$ cat config.mk
export PLATFORM = sky130hd
export DESIGN_NAME = linear_interp_resampler
export DESIGN_NICKNAME = d
export VERILOG_FILES = /design/src/hw/rtl/lir_pkg.sv /design/src/hw/rtl/lir_ctrl.sv /design/src/hw/rtl/lir_dp.sv /design/src/hw/rtl/linear_interp_resampler.sv
export SDC_FILE = /design/constraint.sdc
export NUM_CORES = 1
export LEC_CHECK = 0
export BUFFER_PORTS_ARGS = -buffer_cell sky130_fd_sc_hd__clkbuf_2
export CORE_MARGIN = 5
export CORE_UTILIZATION = 40
export DETAILED_ROUTE_END_ITERATION = 7
export REMOVE_ABC_BUFFERS = 1
export SYNTH_ARGS = -nofsm -noshare
export SYNTH_HDL_FRONTEND = slang
export SYNTH_HIERARCHICAL = 1
export SYNTH_SLANG_ARGS = --single-unit
$ cat constraint.sdc
create_clock -name i_clk -period 9.1 [get_ports i_clk]
set_clock_uncertainty 0.1 [all_clocks]
set_input_delay 1.82 -clock i_clk [delete_from_list [all_inputs] [get_ports i_clk]]
set_output_delay 1.82 -clock i_clk [all_outputs]
set_load 0.01 [all_outputs]
$ cat src/hw/rtl/lir_pkg.sv
// Shared types and constants for the linear interpolation resampler.
// Holds fixed-point widths, register indexes, state codes and the
// controller/datapath command and status structs. No dependencies.
`timescale 1ns / 1ps

package lir_pkg;

    // Fixed-point position format and result budgets
    localparam int FRAC_BITS    = 16;
    localparam int MAX_UPSAMPLE = 4;
    localparam int MAX_RESULTS  = 8;

    // Field and register widths
    localparam int SMP_W  = 16;
    localparam int STEP_W = 21;
    localparam int LEN_W  = 16;
    localparam int CFG_W  = 21;

    // Derived widths
    localparam int POS_W  = LEN_W + FRAC_BITS + 1;
    localparam int LIM_W  = LEN_W + FRAC_BITS;
    localparam int IDX_W  = POS_W - FRAC_BITS;
    localparam int DIFF_W = SMP_W + 1;
    localparam int PROD_W = DIFF_W + FRAC_BITS + 1;
    localparam int ACC_W  = PROD_W + 1;
    localparam int CNT_W  = $clog2(MAX_RESULTS + 1);
    localparam int PH_W   = $clog2(MAX_UPSAMPLE + 1);

    // Smallest step honoured: ceil(one / MAX_UPSAMPLE)
    localparam longint MIN_STEP_L = ((64'd1 << FRAC_BITS) + MAX_UPSAMPLE - 1) / MAX_UPSAMPLE;
    localparam logic [POS_W-1:0] MIN_STEP = POS_W'(MIN_STEP_L);

    // Reset values of the configuration registers
    localparam logic [STEP_W-1:0] RATE_STEP_RST    = STEP_W'(65536);
    localparam logic [LEN_W-1:0]  BLOCK_LENGTH_RST = LEN_W'(1600);

    // Configuration register indexes
    typedef enum logic [0:0] {
        CFG_RATE_STEP    = 1'b0,
        CFG_BLOCK_LENGTH = 1'b1
    } t_cfg_idx;

    // Controller states
    typedef enum logic [3:0] {
        ST_IDLE  = 4'b0001,
        ST_CHECK = 4'b0010,
        ST_MULT  = 4'b0100,
        ST_LOOK  = 4'b1000
    } t_state;

    // Commands from controller to datapath
    typedef struct packed {
        logic load;
        logic next_phase;
        logic mult;
        logic emit;
        logic finish;
    } t_cmd;

    // Status from datapath to controller
    typedef struct packed {
        logic cond;
        logic closes;
        logic phase2;
        logic out_free;
        logic more;
    } t_sts;

endpackage

$ cat src/hw/rtl/lir_ctrl.sv
// Sequencing state machine for the linear interpolation resampler.
// Issues load, phase, multiply, emit and finish commands to the datapath.
// Depends on lir_pkg.
`timescale 1ns / 1ps

module lir_ctrl
    import lir_pkg::*;
(
    input  logic i_clk,
    input  logic i_rst_n,
    input  logic i_in_valid,
    output logic o_in_ready,
    input  t_sts i_sts,
    output t_cmd o_cmd
);

    t_state r_state;
    t_state n_state;

    // Advance the state register
    always_ff @(posedge i_clk) begin
        if (!i_rst_n) begin
            r_state <= ST_IDLE;
        end else begin
            r_state <= n_state;
        end
    end

    // Decode next state and commands
    always_comb begin
        n_state    = r_state;
        o_cmd      = '0;
        o_in_ready = 1'b0;
        unique case (r_state)
            ST_IDLE: begin
                // Refuse transfers while reset is held
                o_in_ready = i_rst_n;
                if (i_in_valid && i_rst_n) begin
                    o_cmd.load = 1'b1;
                    n_state    = ST_CHECK;
                end
            end
            ST_CHECK: begin
                if (i_sts.cond) begin
                    n_state = ST_MULT;
                end else if (!i_sts.phase2 && i_sts.closes) begin
                    o_cmd.next_phase = 1'b1;
                end else begin
                    o_cmd.finish = 1'b1;
                    n_state      = ST_IDLE;
                end
            end
            ST_MULT: begin
                o_cmd.mult = 1'b1;
                n_state    = ST_LOOK;
            end
            ST_LOOK: begin
                if (i_sts.out_free) begin
                    o_cmd.emit = 1'b1;
                    n_state    = ST_CHECK;
                end
            end
            default: begin
                n_state = ST_IDLE;
            end
        endcase
    end

endmodule

$ cat src/hw/rtl/lir_dp.sv
// Datapath of the linear interpolation resampler: configuration registers,
// source position, sample history, blend multiplier and output register.
// Depends on lir_pkg; driven by lir_ctrl commands.
`timescale 1ns / 1ps

module lir_dp
    import lir_pkg::*;
(
    input  logic                    i_clk,
    input  logic                    i_rst_n,
    input  logic                    i_cfg_we,
    input  logic [0:0]              i_cfg_index,
    input  logic [CFG_W-1:0]        i_cfg_data,
    input  logic signed [SMP_W-1:0] i_in_sample,
    input  t_cmd                    i_cmd,
    output t_sts                    o_sts,
    output logic                    o_out_valid,
    input  logic                    i_out_ready,
    output logic signed [SMP_W-1:0] o_out_sample,
    output logic                    o_run_last,
    output logic                    o_block_last
);

    logic [STEP_W-1:0]        r_rate_step;
    logic [LEN_W-1:0]         r_block_len;
    logic signed [SMP_W-1:0]  r_prev;
    logic signed [SMP_W-1:0]  r_x;
    logic [POS_W-1:0]         r_pos;
    logic [POS_W-1:0]         r_pos_nx;
    logic [LEN_W-1:0]         r_cnt;
    logic                     r_closes;
    logic                     r_phase2;
    logic [CNT_W-1:0]         r_count;
    logic [PH_W-1:0]          r_inph;
    logic signed [PROD_W-1:0] r_prod;
    logic                     r_out_valid;
    logic signed [SMP_W-1:0]  r_out_sample;
    logic                     r_run_last;
    logic                     r_block_last;

    logic [POS_W-1:0]         step_eff;
    logic [POS_W-1:0]         limit;
    logic [IDX_W-1:0]         idx_now;
    logic [IDX_W-1:0]         idx_nx;
    logic [IDX_W-1:0]         cnt_ext;
    logic                     idx_ok_now;
    logic                     idx_ok_nx;
    logic                     idx_ok_nx_p2;
    logic                     more_same;
    logic                     more_p2;
    logic signed [SMP_W-1:0]  first;
    logic signed [SMP_W-1:0]  second;
    logic signed [DIFF_W-1:0] diff;
    logic signed [FRAC_BITS:0] frac;
    logic signed [ACC_W-1:0]  acc;
    logic signed [ACC_W-1:0]  adj;
    logic                     out_free;

    // Clamp the step to the upsampling floor
    always_comb begin
        step_eff = POS_W'(r_rate_step);
        if (step_eff < MIN_STEP) begin
            step_eff = MIN_STEP;
        end
    end

    assign limit   = POS_W'({r_block_len, {FRAC_BITS{1'b0}}});
    assign idx_now = r_pos[POS_W-1:FRAC_BITS];
    assign idx_nx  = r_pos_nx[POS_W-1:FRAC_BITS];
    assign cnt_ext = IDX_W'(r_cnt);

    // Index rule: before the current sample in the first phase, up to it at block end
    assign idx_ok_now   = r_phase2 ? (r_closes && idx_now <= cnt_ext) : (idx_now < cnt_ext);
    assign idx_ok_nx_p2 = r_closes && (idx_nx <= cnt_ext);
    assign idx_ok_nx    = r_phase2 ? idx_ok_nx_p2 : (idx_nx < cnt_ext);

    // Another result in this transfer: same phase, or the closing phase
    assign more_same = (r_count < CNT_W'(MAX_RESULTS - 1))
                     && (r_inph < PH_W'(MAX_UPSAMPLE - 1))
                     && (r_pos_nx < limit) && idx_ok_nx;
    assign more_p2   = !r_phase2 && (r_count < CNT_W'(MAX_RESULTS - 1))
                     && (r_pos_nx < limit) && idx_ok_nx_p2;

    assign out_free = !r_out_valid || i_out_ready;

    always_comb begin
        o_sts          = '0;
        o_sts.cond     = (r_count < CNT_W'(MAX_RESULTS))
                       && (r_inph < PH_W'(MAX_UPSAMPLE))
                       && (r_pos < limit) && idx_ok_now;
        o_sts.closes   = r_closes;
        o_sts.phase2   = r_phase2;
        o_sts.out_free = out_free;
        o_sts.more     = more_same || more_p2;
    end

    // Blend operands: previous and current sample, or current held flat
    assign first  = r_phase2 ? r_x : r_prev;
    assign second = r_x;
    assign diff   = DIFF_W'(second) - DIFF_W'(first);
    assign frac   = $signed({1'b0, r_pos[FRAC_BITS-1:0]});

    // Sum and truncate toward zero
    assign acc = (ACC_W'(first) <<< FRAC_BITS) + ACC_W'(r_prod);
    assign adj = acc + (acc[ACC_W-1] ? ACC_W'((1 << FRAC_BITS) - 1) : ACC_W'(0));

    // Configuration registers
    always_ff @(posedge i_clk) begin
        if (!i_rst_n) begin
            r_rate_step <= RATE_STEP_RST;
            r_block_len <= BLOCK_LENGTH_RST;
        end else if (i_cfg_we) begin
            unique case (t_cfg_idx'(i_cfg_index))
                CFG_RATE_STEP:    r_rate_step <= i_cfg_data[STEP_W-1:0];
                CFG_BLOCK_LENGTH: r_block_len <= i_cfg_data[LEN_W-1:0];
                default:          r_rate_step <= r_rate_step;
            endcase
        end
    end

    // Block state: history, position and sample count
    always_ff @(posedge i_clk) begin
        if (!i_rst_n) begin
            r_prev   <= '0;
            r_pos    <= '0;
            r_cnt    <= '0;
            r_closes <= 1'b0;
            r_phase2 <= 1'b0;
            r_count  <= '0;
            r_inph   <= '0;
        end else begin
            if (i_cmd.load) begin
                r_closes <= (17'(r_cnt) + 17'd1) >= 17'(r_block_len);
                r_phase2 <= (r_cnt == '0);
                r_count  <= '0;
                r_inph   <= '0;
            end
            if (i_cmd.next_phase) begin
                r_phase2 <= 1'b1;
                r_inph   <= '0;
            end
            if (i_cmd.emit) begin
                r_pos   <= r_pos_nx;
                r_count <= r_count + CNT_W'(1);
                r_inph  <= r_inph + PH_W'(1);
            end
            if (i_cmd.finish) begin
                if (r_closes) begin
                    r_prev <= '0;
                    r_pos  <= '0;
                    r_cnt  <= '0;
                end else begin
                    r_prev <= r_x;
                    r_cnt  <= r_cnt + LEN_W'(1);
                end
            end
        end
    end

    // Hold the sample, look one step ahead, register the product
    always_ff @(posedge i_clk) begin
        r_pos_nx <= r_pos + step_eff;
        if (i_cmd.load) begin
            r_x <= i_in_sample;
        end
        if (i_cmd.mult) begin
            r_prod <= PROD_W'(diff) * PROD_W'(frac);
        end
    end

    // Output register
    always_ff @(posedge i_clk) begin
        if (!i_rst_n) begin
            r_out_valid <= 1'b0;
        end else if (i_cmd.emit) begin
            r_out_valid <= 1'b1;
        end else if (i_out_ready) begin
            r_out_valid <= 1'b0;
        end
    end

    always_ff @(posedge i_clk) begin
        if (i_cmd.emit) begin
            r_out_sample <= adj[FRAC_BITS+SMP_W-1:FRAC_BITS];
            r_run_last   <= !(more_same || more_p2);
            r_block_last <= (r_pos_nx >= limit);
        end
    end

    assign o_out_valid  = r_out_valid;
    assign o_out_sample = r_out_sample;
    assign o_run_last   = r_run_last;
    assign o_block_last = r_block_last;

endmodule

$ cat src/hw/rtl/linear_interp_resampler.sv
// Linear interpolation sample-rate converter, top level.
// Joins the lir_ctrl sequencer and the lir_dp datapath; depends on lir_pkg.
//
// Usage:
//   Input channel (i_in_valid / o_in_ready / i_in_sample) takes one signed
//   16-bit sample per transfer. Output channel (o_out_valid / i_out_ready)
//   returns zero or more interpolated samples per input, with o_run_last on
//   the last result of that input and o_block_last on the final one of a block.
//   Configuration: i_cfg_we writes i_cfg_data to register i_cfg_index
//   (0 rate step unsigned Q5.16, 1 block length); write only while idle.
// Timing:
//   One input is processed at a time, giving at most 8 results. Each result
//   passes through the check, multiply and blend/emit steps of the shared
//   multiplier, and emit waits for a free output register. An input that
//   closes a block it did not open takes an extra check step to change to
//   the block-end hold. The first result follows the input transfer through
//   the check, multiply and emit states, after that phase change when only
//   the block-end hold of a closing sample produces results.
// Reset:
//   i_rst_n (synchronous, low) clears position, history and count and loads
//   rate step 65536, block length 1600; no input is taken while it is low.
// Stall:
//   A result waits in the output register; the next one is held in the
//   datapath until that register is taken, and no new input is taken meanwhile.
`timescale 1ns / 1ps

module linear_interp_resampler
    import lir_pkg::*;
(
    input  logic                    i_clk,
    input  logic                    i_rst_n,
    input  logic                    i_cfg_we,
    input  logic [0:0]              i_cfg_index,
    input  logic [CFG_W-1:0]        i_cfg_data,
    input  logic                    i_in_valid,
    output logic                    o_in_ready,
    input  logic signed [SMP_W-1:0] i_in_sample,
    output logic                    o_out_valid,
    input  logic                    i_out_ready,
    output logic signed [SMP_W-1:0] o_out_sample,
    output logic                    o_run_last,
    output logic                    o_block_last
);

    t_cmd cmd;
    t_sts sts;

    // Sequencer
    lir_ctrl u_ctrl (
        .i_clk      (i_clk),
        .i_rst_n    (i_rst_n),
        .i_in_valid (i_in_valid),
        .o_in_ready (o_in_ready),
        .i_sts      (sts),
        .o_cmd      (cmd)
    );

    // Datapath
    lir_dp u_dp (
        .i_clk        (i_clk),
        .i_rst_n      (i_rst_n),
        .i_cfg_we     (i_cfg_we),
        .i_cfg_index  (i_cfg_index),
        .i_cfg_data   (i_cfg_data),
        .i_in_sample  (i_in_sample),
        .i_cmd        (cmd),
        .o_sts        (sts),
        .o_out_valid  (o_out_valid),
        .i_out_ready  (i_out_ready),
        .o_out_sample (o_out_sample),
        .o_run_last   (o_run_last),
        .o_block_last (o_block_last)
    );

    // Emit only into a free output register
    a_emit_free: assert property (@(posedge i_clk) disable iff (!i_rst_n)
        cmd.emit |-> (!o_out_valid || i_out_ready))
        else $error("result emitted over a pending output");

    // One input at a time: no new transfer right after one is taken
    a_one_item: assert property (@(posedge i_clk) disable iff (!i_rst_n)
        (i_in_valid && o_in_ready) |=> !o_in_ready)
        else $error("input taken while previous one still in progress");

    // Run mark follows the look-ahead decision
    a_run_last: assert property (@(posedge i_clk) disable iff (!i_rst_n)
        cmd.emit |=> (o_out_valid && (o_run_last == !$past(sts.more))))
        else $error("run_last does not match look-ahead");

    // Finishing an input only happens with no result left to check
    a_finish: assert property (@(posedge i_clk) disable iff (!i_rst_n)
        cmd.finish |-> !sts.cond)
        else $error("finish issued while a result is still due");

endmodule

==> reports/qor.yml, run 1 <==
ff2ff_setup_slack_ns: 0.35
yosys_warnings: 6
crit_arrival_ns: 8.95
drv_cap: 0
antennaDiodeCount: 0
path_common_cell: "fa_1"
die_w_um: 256
r2r_end: "u_dp/r_prod[32]"
place_area_um2: 25400
final_nets: 3266
wire_per_inst_um: 18.0
synth_area_per_cell_um2: 9.08
h-tree-depth: 1
startpoint: "u_dp/r_phase2"
fill_cells: 5858
postRouteAntennaNets: 0
worst_slew_pin_slew_ns: 1.20
hpwl_um: 49800
grt_pass1_wl_um: 102000
relSlewSlack_pct: 20.2
core_area_um2: 60000
drt-initial-drc-count: 997
cts_made_buffers: 25
path_clk_slew_ns: 0.06
root_buffer: "clkbuf_16"
die-area_um2: 65400
via_count: 18300
rows: 90
max-vdd-ir-drop_mv: 0.125
place.port_buffers: 62
crit_path_end_kind: "register"
timing.hold.ws_ns: 0.364
drive_gt1_share_pct: 7.78
r2r_start: "u_dp/r_phase2"
clk_path_buf_depth: 3
dr.pass1.iters: 5
grt_pass1_vias: 19200
cts_tree: "yes"
final-setup-viol-count: 0
period_needed_ns: 8.75
drv_slew: 0
seq_area_um2: 5030
crit_end: "u_dp/r_prod[32]"
p_leak_nw: 12.6
hold_violations: 0
insertion_delay_ns: 0.54
critical_path_class: "reg2reg"
period_share_pct: 96.2
multi_input_area_um2: 17200
die_h_um: 256
routed_wl_um: 63000
powerDensity_nw_per_um2: 102
clock_sinks: 217
crit_path_start_kind: "register"
status: "complete, no violations"
antenna_found_initial: 2
syn2layout_area_growth_pct: 9.65
ioPinCount: 63
holdCritStartpoint: "u_dp/r_rate_step[3]"
utilization_pct: 44.1
required_ns: 9.29
hp-class: "reg2reg"
routabilityCongestion: 0.929
slowest_stage: "fa_1"
drc: 0
initial_core_util_pct: 40.2
cp_max_fo: 11
max_stage_delay_ns: 0.55
grt_max_degree: 84
power_w: 0.00270
netlist_area_um2: 24100
rr_worst_depth: 35
setup_tns_ns: 0
vias_per_cell: 5.22
synthCells: 2660
track_usage_pct: 19.0
max_freq_ghz: 0.114
grt_overflow: 0
final_area_um2: 26500
## worst min-delay path by stage
stage / endpoint / cells after the start / slack [ns]
2_1_floorplan: u_dp/r_rate_step[0] / 2 / 0.34
3_3_place_gp: u_dp/r_rate_step[0] / 2 / 0.35
3_5_place_dp: u_dp/r_rate_step[3] / 2 / 0.36
4_1_cts: u_dp/r_rate_step[3] / 2 / 0.37
5_1_grt: u_dp/r_block_len[15] / 2 / 0.39
6_report: u_dp/r_rate_step[3] / 2 / 0.36
## cell usage in the layout, fill, tap and decap left out, types with 9 or more instances in the layout
| cell | count |
|---|---|
| nand4_1 | 18 |
| inv_1 | 446 |
| o21a_1 | 29 |
| and2_1 | 155 |
| nor2_1 | 95 |
| nor4_1 | 10 |
| clkbuf_2 | 62 |
| ha_1 | 238 |
| a21oi_1 | 91 |
| and3_1 | 23 |
| mux2i_1 | 57 |
| o211ai_1 | 13 |
| nor3_1 | 25 |
| nand2b_1 | 28 |
| xor2_1 | 35 |
| a21boi_0 | 37 |
| a21o_1 | 51 |
| o21ai_0 | 57 |
| edfxtp_1 | 68 |
| buf_4 | 50 |
| fa_1 | 275 |
| o22ai_1 | 13 |
| a211oi_1 | 9 |
| a31oi_1 | 9 |
| dfxtp_1 | 148 |
| o21bai_1 | 13 |
| nand3_1 | 43 |
| xnor2_1 | 88 |
| nor2b_1 | 73 |
| clkbuf_16 | 27 |
| nand2_1 | 285 |
## layer usage
metal	vias to the layer above	wire length (um)	track usage [%]
met5	-	0	0
met4	0	1390	3.94
met3	86	2820	1.95
met2	397	31600	34.0
met1	9109	27200	25.3
li1	8702	-	-
## cell type report
class,count,share of cell area [%]
multi-input cells,1895,64.8
clock buffers,35,2.66
inverters,447,6.34
well taps,782,3.70
repair buffers,119,3.07
clock inverters,11,0.425
flip-flops and latches,217,19.0
## stage by stage
stage	setup slack, ns	instances
6_report	0.348	3506
2_1_floorplan	-0.426	2559
3_3_place_gp	0.251	3446
4_1_cts	0.0257	3492
3_5_place_dp	0.0349	3446
5_1_grt	-0.0147	3506
## worst max-delay path: cells and delay by family (launching register included)
family                     cells  cell delay [ns]
muxes                          1             0.25
DFF                            1             0.38
and+or+nand+nor                2             0.23
buffers and inverters          8             0.73
adders and majority gates      9             3.93
AOI/OAI and AO/OA             14             2.82
xor gates and xnor gates       1             0.07
## power breakdown
group | leakage (nW) | internal, W | switching [W] | total [W]
registers | 1.88 | 0.00103 | 0.0000251 | 0.00105
logic | 10.3 | 0.000238 | 0.000407 | 0.000645
clock network | 0.398 | 0.000595 | 0.000413 | 0.00101
total | 12.6 | 0.00186 | 0.000845 | 0.00270
## timing repair
item / CTS / global route
endpoints found under the setup margin: 0 / 6
hold buffers: 0 / 0
buffers inserted: 0 / 11
resized for setup: 0 / 23
## flip-flops by register name (all words and copies together) (netlist names), 3 cells and up
register	count
u_dp/r_count	4
u_dp/r_block_len	16
u_dp/r_x	16
u_dp/o_out_sample	16
u_dp/r_prev	16
u_dp/r_cnt	16
u_dp/r_pos	33
u_dp/r_pos_nx	33
u_dp/r_inph	3
u_dp/r_prod	34
u_ctrl/r_state	4
u_dp/r_rate_step	21
No activity file was read; power rests on OpenSTA's default activity.
==> run 2, diff against run 1 <==
==> constraint.sdc (replaced) <==
create_clock -name i_clk -period 8.7 [get_ports i_clk]
set_clock_uncertainty 0.1 [all_clocks]
set_input_delay 1.74 -clock i_clk [delete_from_list [all_inputs] [get_ports i_clk]]
set_output_delay 1.74 -clock i_clk [all_outputs]
set_load 0.01 [all_outputs]
==> run 2 against run 1 <==
- flip-flop and latch count stayed put
- non-clock buffer count is 39 higher
- global-route usage is 0.45 points lower
- sequential share of layout area is 0.27 points lower
- clock-buffer cell count is 2 higher
- critical path type unchanged
- largest power group unchanged
==> reports/qor.yml, run 2 (synthesis gave the netlist of run 1 again) <==
cts_tree: "yes"
ff2ff_setup_slack_ns: 0.27  # -0.08 ns
root_buffer: "clkbuf_16"
worst_slew_pin_slew_ns: 1.16  # -0.0333 ns
place.port_buffers: 62  # unchanged
largest_reg_flops: 34  # unchanged
hpwl_um: 49500  # -0.70%
wire_per_inst_um: 17.3  # -3.5%
status: "complete, no violations"
postRouteAntennaNets: 0  # unchanged
antennaDiodeCount: 0  # unchanged
die-area_um2: 65400  # unchanged
dr.pass1.iters: 5  # unchanged
holdCritStartpoint: "u_dp/r_rate_step[3]"
routed_wl_um: 61400  # -2.4%
p_leak_nw: 12.7  # +1.1%
h-tree-depth: 1  # unchanged
track_usage_pct: 18.6  # -0.45 points
max-vdd-ir-drop_mv: 0.121  # -3.9%
drc: 0  # unchanged
layout_common_cells: "441 x inv_1, 283 x nand2_1, 267 x fa_1"
dp_slack_ns: -0.114  # -0.149 ns
grt_pass1_wl_um: 101000  # -1.1%
largest_register: "u_dp/r_prod"
path_common_cell: "fa_1"
relSlewSlack_pct: 22.4  # +2.2 points
grt_overflow: 0  # unchanged
max_freq_ghz: 0.119  # +3.8%
slowest_stage: "fa_1"
cp_max_fo: 5  # -6
hold_violations: 0  # unchanged
powerDensity_nw_per_um2: 103  # +0.94%
insertion_delay_ns: 0.54  # about the same
stdcell_count: 3543  # +1.1%
die_h_um: 256  # unchanged
cts_made_buffers: 24  # -4.0%
dp_cells: 3480  # +0.99%
max_stage_delay_ns: 0.55  # about the same
hold_depth: 2  # unchanged
period_share_pct: 96.9  # +0.71 points
period_needed_ns: 8.43  # -0.323 ns
syn2layout_area_growth_pct: 11.2
crit_path_end_kind: "register"
place_area_um2: 25700  # +1.0%
drv_slew: 0  # unchanged
final-setup-viol-count: 0  # unchanged
drv_cap: 0  # unchanged
drt-initial-drc-count: 965  # -3.2%
finalWorstSetupSlack_ns: 0.271  # -0.0773 ns
initial_core_util_pct: 40.2  # unchanged
layout_commonest_cell: "inv_1"
ioPinCount: 63  # unchanged
clk_path_buf_depth: 3  # unchanged
core_area_um2: 60000  # unchanged
via_count: 18300  # -0.093%
timing.hold.ws_ns: 0.369  # +0.00475 ns
final_nets: 3304  # +1.2%
clock_sinks: 217  # unchanged
r2r_start: "u_dp/r_x[0]"
grt_max_degree: 84  # unchanged
crit_arrival_ns: 8.60  # -0.35 ns
r2r_end: "u_dp/r_prod[33]"
path_clk_slew_ns: 0.06  # about the same
grt_pass1_vias: 19100  # -0.75%
routabilityCongestion: 0.885  # -4.7%
biggestRegsByFlops: "u_dp/r_prod: 34 flops, u_dp/r_pos: 33 flops, u_dp/r_pos_nx: 33 flops"
final_area_um2: 26800  # +1.4%
required_ns: 8.88  # -0.41 ns
antenna_found_initial: 1  # -1
rr_worst_depth: 35  # unchanged
critical_path_class: "reg2reg"
drive_gt1_share_pct: 10.2  # +2.5 points
hp-class: "reg2reg"
rows: 90  # unchanged
hold_end: "u_dp/r_rate_step[3]"
die_w_um: 256  # unchanged
crit_path_start_kind: "register"
vias_per_cell: 5.16  # -1.1%
utilization_pct: 44.7  # +0.62 points
==> run 2: per-layer routing <==
metal	global-route usage [%]	wire, um	part of all wire (%)	vias up
li1	-	-	-	8776
met5	0	0	0	-
met3	1.89	1950	3.2	64
met1	25.2	27700	45	9126
met2	32.8	30700	50	311
met4	3.34	1140	1.8	0
==> run 2: worst max-delay path: cells and delay by family, from the launching register on <==
| family | cells | cell delay (ns) |
|---|---|---|
| XOR/XNOR | 2 | 0.30 |
| flip-flops | 1 | 0.40 |
| buffers and inverters | 8 | 0.63 |
| AO/OA/AOI/OAI | 14 | 2.64 |
| AND/OR/NAND/NOR | 2 | 0.24 |
| adder cells (fa/ha/maj) | 9 | 3.87 |
==> run 2: area by class of cell <==
class,count,area [um^2]
flip-flops and latches,217,5030
clock inverters,7,46.3
multi-input cells,1895,17300
repair buffers,158,1090
inverters,447,1680
well taps,782,978
clock buffers,37,689
fillers,5813,33200
==> run 2: power by group <==
group | switching (W) | total [W] | internal [W]
registers | 0.0000264 | 0.00110 | 0.00107
logic | 0.000428 | 0.000706 | 0.000277
clock network | 0.000417 | 0.000963 | 0.000546
total | 0.000872 | 0.00277 | 0.00190
==> run 2: timing repair <==
item,in CTS,in global routing
setup buffers,0,18
pin swaps,0,54
gates cloned,0,1
resized for setup,5,69
hold buffers,0,0
endpoints found under the setup margin,2,9
==> run 2: per-stage QoR <==
stage / power, W / TNS, ns
after global placement: 0.00175 / 0
final: 0.00277 / 0
after detailed placement: 0.00177 / -0.199
after global routing: 0.00290 / -0.0518
after CTS: 0.00274 / 0
after floorplan: 0.00148 / -3.57
==> run 2: how the worst max path moves through the flow <==
stage                        startpoint              end  cells after the start
after global routing        u_dp/r_x[0]  u_dp/r_prod[33]                     35
after global placement      u_dp/r_x[0]  u_dp/r_prod[33]                     31
final                       u_dp/r_x[0]  u_dp/r_prod[33]                     35
after floorplan           u_dp/r_phase2  u_dp/r_prod[32]                     31
after detailed placement  u_dp/r_phase2  u_dp/r_prod[33]                     31
after CTS                 u_dp/r_phase2  u_dp/r_prod[33]                     32
